`src/rtl/core/ofrb_pkg.sv`:
```
// Shared types, codes and constants of the overwriting frame ring buffer.
`timescale 1ns / 1ps
`default_nettype none

package ofrb_pkg;

    // Field widths fixed by the item format
    localparam int CMD_W    = 3;
    localparam int CNT_W    = 9;
    localparam int EW_W     = 7;
    localparam int STATUS_W = 3;
    localparam int CFG_W    = 9;
    localparam int CFG_IDX_W = 1;

    // Parameter defaults
    localparam int DEF_MAX_SLOTS       = 256;
    localparam int DEF_MAX_FRAME_WORDS = 64;
    localparam int DEF_WORD_BITS       = 64;

    // Configuration register reset values
    localparam logic [CNT_W-1:0] ENTRY_COUNT_RST   = CNT_W'(200);
    localparam logic [EW_W-1:0]  ELEMENT_WORDS_RST = EW_W'(40);

    // Configuration register indexes
    typedef enum logic [CFG_IDX_W-1:0] {
        REG_ENTRY_COUNT   = 1'b0,
        REG_ELEMENT_WORDS = 1'b1
    } cfg_reg_t;

    // Commands
    typedef enum logic [CMD_W-1:0] {
        CMD_PUT       = 3'd0,
        CMD_GET       = 3'd1,
        CMD_SKIP      = 3'd2,
        CMD_BACKSPACE = 3'd3,
        CMD_COMPARE   = 3'd4,
        CMD_SET_FLAG  = 3'd5
    } cmd_t;

    // Result status codes
    typedef enum logic [STATUS_W-1:0] {
        ST_NORMAL    = 3'd0,
        ST_OVERWRITE = 3'd1,
        ST_SHORT     = 3'd2,
        ST_EMPTY     = 3'd3,
        ST_MISMATCH  = 3'd4
    } status_t;

    // Controller to datapath commands
    typedef struct packed {
        logic accept;
        logic exec_fire;
        logic stream_fire;
    } ctrl_cmd_t;

    // Datapath to controller status
    typedef struct packed {
        logic out_free;
        logic start_stream;
        logic stream_last;
    } dp_status_t;

endpackage

`default_nettype wire

```
`src/rtl/core/ofrb_controller.sv`:
```
// Controller of the frame ring buffer: sequences accept, execute and get streaming.
`timescale 1ns / 1ps
`default_nettype none

module ofrb_controller
    import ofrb_pkg::*;
(
    input  wire logic       clk,
    input  wire logic       rst_n,
    input  wire logic       req_valid,
    output logic            req_ready,
    input  wire dp_status_t dp_stat,
    output ctrl_cmd_t       ctrl
);

    typedef enum logic [2:0] {
        S_IDLE   = 3'b001,
        S_EXEC   = 3'b010,
        S_STREAM = 3'b100
    } state_t;

    state_t state_reg, state_next;

    // Next state and commands
    always_comb
    begin
        state_next       = state_reg;
        req_ready        = 1'b0;
        ctrl.accept      = 1'b0;
        ctrl.exec_fire   = 1'b0;
        ctrl.stream_fire = 1'b0;

        case (state_reg)
            S_IDLE:
            begin
                req_ready   = 1'b1;
                ctrl.accept = req_valid;
                if (req_valid)
                begin
                    state_next = S_EXEC;
                end
            end
            S_EXEC:
            begin
                // wait for room in the result register
                if (dp_stat.out_free)
                begin
                    ctrl.exec_fire = 1'b1;
                    state_next     = dp_stat.start_stream ? S_STREAM : S_IDLE;
                end
            end
            S_STREAM:
            begin
                if (dp_stat.out_free)
                begin
                    ctrl.stream_fire = 1'b1;
                    if (dp_stat.stream_last)
                    begin
                        state_next = S_IDLE;
                    end
                end
            end
            default:
            begin
                state_next = S_IDLE;
            end
        endcase
    end

    always_ff @(posedge clk or negedge rst_n)
    begin
        if (!rst_n)
        begin
            state_reg <= S_IDLE;
        end
        else
        begin
            state_reg <= state_next;
        end
    end

endmodule

`default_nettype wire

```
`config.mk`:
```
export PLATFORM = sky130hd
export DESIGN_NAME = ofrb_controller
export DESIGN_NICKNAME = d
export VERILOG_FILES = /design/src/rtl/core/ofrb_pkg.sv /design/src/rtl/core/ofrb_controller.sv
export SDC_FILE = /design/constraint.sdc
export NUM_CORES = 1
export LEC_CHECK = 0
export BUFFER_PORTS_ARGS = -buffer_cell sky130_fd_sc_hd__buf_2
export CORE_AREA = 2 2 39 41
export DETAILED_ROUTE_END_ITERATION = 6
export DIE_AREA = 0 0 41 43
export GPL_TIMING_DRIVEN = 0
export PLACE_DENSITY = 0.36
export RECOVER_POWER = 25
export SLEW_MARGIN = 20
export SYNTH_ARGS = -nofsm -noshare
export SYNTH_HDL_FRONTEND = slang
export SYNTH_SLANG_ARGS = --single-unit
```
`constraint.sdc`:
```
create_clock -name clk -period 1.1 [get_ports clk]
set_clock_uncertainty 0.1 [all_clocks]
set_input_delay 0.11 -clock clk [delete_from_list [all_inputs] [get_ports clk]]
set_output_delay 0.11 -clock clk [all_outputs]
set_load 0.05 [all_outputs]
```
* Yosys cells after proc, flatten, opt, wreduce, memory -nomap -nowiden
Index checks and enable logic that the tools add are counted.
Cells by class: eq/ne operators 7, muxes and demuxes 11, reductions and logical operators 1
Operators with widths (count):
- two-way mux 3 bit | 5
- one-hot mux 3 bit (3 select lines) | 1
- != test 2 bit (second input constant) | 4
- two-way mux 1 bit | 5
- AND reduction 4 bit | 1
- == test 3 x 1 -> 1 bit (second input constant) | 1
- == test 3 x 2 -> 1 bit (second input constant) | 1
- == test 3 bit (second input constant) | 1
Storage, ports and cells: bits in registers 3, bits of input ports 6, output and inout bits 4, word-level logic and storage cells 20

* Depth between registers and ports, before layout
depth in word-level cells 3, depth in mapped cells 3, mapped depth without buffers 3

* Least setup slack after synthesis
OpenSTA, ideal clock, no wires.
path kind flip-flop to flip-flop, start point register state_reg[0], end point register state_reg[0], library setup time 0.103 ns, arrival 1.818 ns, required time 0.897 ns, slack -0.921 ns, cell stages (with the launch flop) 4, path buffers 0, clock period less this slack 2.021 ns, cells stage by stage dfstp_2 -> nor3b_2 -> and2_1 -> a21oi_1
On the way: word-level cells in the longest chain between the ends 3, elaborated cells on any way between the ends 9, classes of those cells eq/ne (7); mux (1); reduce/logical (1)
RTL lines:
- start: declaration | RTL line ofrb_controller.sv:22 | state_t state_reg, state_next;
- start signal: assignment | RTL line ofrb_controller.sv:78 | state_reg <= state_next;
- == test 3 x 2 -> 1 bit, or another cell as far along | RTL line ofrb_controller.sv:33 | case (state_reg)
- != test 2 bit (no source line)
- AND reduction 4 bit (no source line)
Parallel ways exist; a longest one is shown, timed or not. A chain may end at the register's enable or synchronous reset.

==> results.yml <==
setup_path:
  r2r_cells: 4
  critical_path_arrival_ns: 1.23
  path_class: "reg2out"
  r2r_start: "state_reg[0]"
  r2r-end: "state_reg[0]"
  cp_slowest_stage_delay_ns: 0.52
  cp_max_fo: 2
  rrSetupSlack_ns: -0.07
  crit_path_end_kind: "primary output"
  cp.required_ns: 0.89
  slowest_stage: "dfstp_2"
  path_cells: "nor3b_4 > and2_4 > buf_8"
  crit_cells: 3
  critical_path.top_delay_family: "flip-flops"
  path_buf_inv: 1
  worstSetupStartpointType: "flop"
timing:
  min_period_ns: 1.442
  fmax_mhz: 693.5
  drv_slew: 0
  slew_headroom: 0.8244
  rsz0062_at_grt: "true"
  hold_violations: 0
  fin_crit_sh: 1.311
  setup_viol: 6
  tightest_slew_ns: 0.2634
  setup_slack_ns: -0.3419
logic_synthesis:
  ys_warn_count: 0
  synthCells: 22
  syn_avg_cell_area_sq_um: 8.360
  syn_nets: 28
  synth.distinct_cells: 13
  synth_area_sq_um: 183.9
  synth-seq-cells: 3
  ys_seq_area_frac: 0.4150
routing:
  drt-total-wl_microns: 557
  drt-wirelength-per-cell_microns: 9.946
  via_count: 218
  viasPerCell: 3.893
  drtAntennaViolNets: 0
  firstDrtPassIters: 1
  drt_iter0_drc: 0
  drc: 0
cells_and_area:
  diodes: 0
  syn2layout_area_growth_pct: 122.4
  largest_register_ffs: 3
  finalNetCount: 47
  final_cells: 56
  layout-drive-gt1-share: 0.7250
  layout_common_cells: "5 x buf_2, 3 x clkbuf_4, 3 x buf_6, 3 x buf_4"
  nFillCells: 152
  layout_commonest_cell: "buf_2"
clock_network:
  clk_latency_ns: 0.23
  ctsHtreeMaxLevel: 1
  clk_path_buf_depth: 2
  cts_tree: "yes"
  clkSinkCount: 3
  cts_root_buf: "clkbuf_4"
  clk_pin_slew_ns: 0.03
  numCtsBuffers: 3
global_routing:
  grt_first_pass_wirelength_microns: 807
  antenna_found_initial: 0
  grt_pass1_vias: 217
  track_usage: 0.07136
  grt_overflow: 0
  grt_max_degree: 6
power:
  leakagePower_nw: 0.1817
  swShare: 0.4307
  p_clk_frac: 0.179
  pwr-share-comb: 0.622
  p_seq_frac: 0.199
  ir_worst_vdd_mv: 0.4774
  p_int_mw: 0.5910
  p_switching_mw: 0.4471
  powerDensity_nw_per_um2: 2537
job:
  maxCapViolations: 0
place:
  place_congestion: 0.6220
  numPlacedInstances: 47
  dp_slack_ns: -0.2316
  port_buffers: 9
  dp_hpwl_microns: 352.9
min_path:
  hold-path-cell-count: 3
  hold_end: "state_reg[1]"
  hold_class: "in2reg"
  min_from: "req_valid"
floorplan:
  initial_core_util: 0.1329
  fp.dieH_microns: 43
  die_x_microns: 41
  design.core.area_sq_um: 1384
  row_count: 14
  dieArea_sq_um: 1763
  ios: 10
status:
  violations: "setup timing"
  status: "finished, violations left"
-- per-layer routing --
layer,part of all wire,GRT usage
met5,0,0
met4,0,0.04000
met3,0.022,0.01571
met2,0.66,0.1438
met1,0.32,0.05161
-- worst max-delay path by stage --
stage / startpoint / to
final: state_reg[0] / ctrl[2]
after CTS: state_reg[0] / ctrl[2]
after detailed placement: state_reg[0] / ctrl[2]
after global routing: state_reg[0] / ctrl[2]
after floorplan: state_reg[0] / state_reg[0]
after global placement: state_reg[0] / ctrl[2]
-- repair_timing --
action / in CTS / in global routing
resized for setup: 14 / 2
hold buffers: 1 / 0
pin swaps: 5 / 2
gates cloned: 0 / 0
setup buffers: 3 / 2
hold endpoints to repair: 3 / 0
setup endpoints to repair: 6 / 6
-- final cells by class --
type,count,area [sq um],share of cell area
Clock buffer,4,26.28,0.06422
Inverter,2,10.01,0.02446
Multi-Input combinational cell,17,165.2,0.4037
Sequential cell,3,77.57,0.1896
Tap cell,16,20.02,0.04893
Timing Repair Buffer,14,110.1,0.2691
-- cell usage after synthesis, drive strengths merged --
| cell type | instances | area, sq um |
|---|---|---|
| and2 | 3 | 18.77 |
| nor2 | 2 | 7.510 |
| nor2b | 1 | 6.260 |
| nand2b | 2 | 12.51 |
| inv | 2 | 7.510 |
| nand2 | 2 | 7.510 |
| nand3b | 1 | 7.510 |
| dfstp | 1 | 26.28 |
| a21oi | 2 | 10.01 |
| nand3 | 1 | 5.000 |
| dfrtp | 2 | 50.05 |
| nor3b | 1 | 12.51 |
| o22ai | 2 | 12.51 |
-- cell families (layout without fill, tap and decap cells) --
group           after synthesis  count (layout)  share of synthesized area
simple gates                 13              13                     0.4218
compound gates                4               4                     0.1224
flops                         3               3                     0.4150
buf+inv                       2              20                    0.04083
-- worst reg2reg max path, stage by stage, from the launching register on --
cell and delay, ns:
dfstp_2 0.52, nor3b_4 0.18, and2_4 0.18, buf_4 0.10, a21oi_2 0.03
-- through the flow --
step / util / TNS, ns / power, mW / area, sq um / hold WS, ns
5_1_grt: 0.2957 / -1.634 / 1.102 / 409.1 / 0.06523
2_1_floorplan: - / -1.158 / 0.5966 / 226.5 / -0.2856
3_3_place_gp: 0.2107 / -0.6045 / 0.6777 / 291.5 / -0.1968
3_5_place_dp: 0.2107 / -0.6051 / 0.6766 / 291.5 / -0.1932
6_report: 0.2957 / -1.347 / 1.038 / 409.1 / 0.06016
4_1_cts: 0.2848 / -1.380 / 1.001 / 394.1 / 0.05339
-- power groups by stage --
stage,Combinational (mW),Clock [mW],Sequential [mW]
floorplan,0.388,0,0.209
global placement,0.459,0,0.218
detailed placement,0.458,0,0.219
CTS,0.593,0.193,0.215
global route,0.679,0.207,0.216
finish,0.646,0.186,0.206
(Power assumes the default switching activity.)
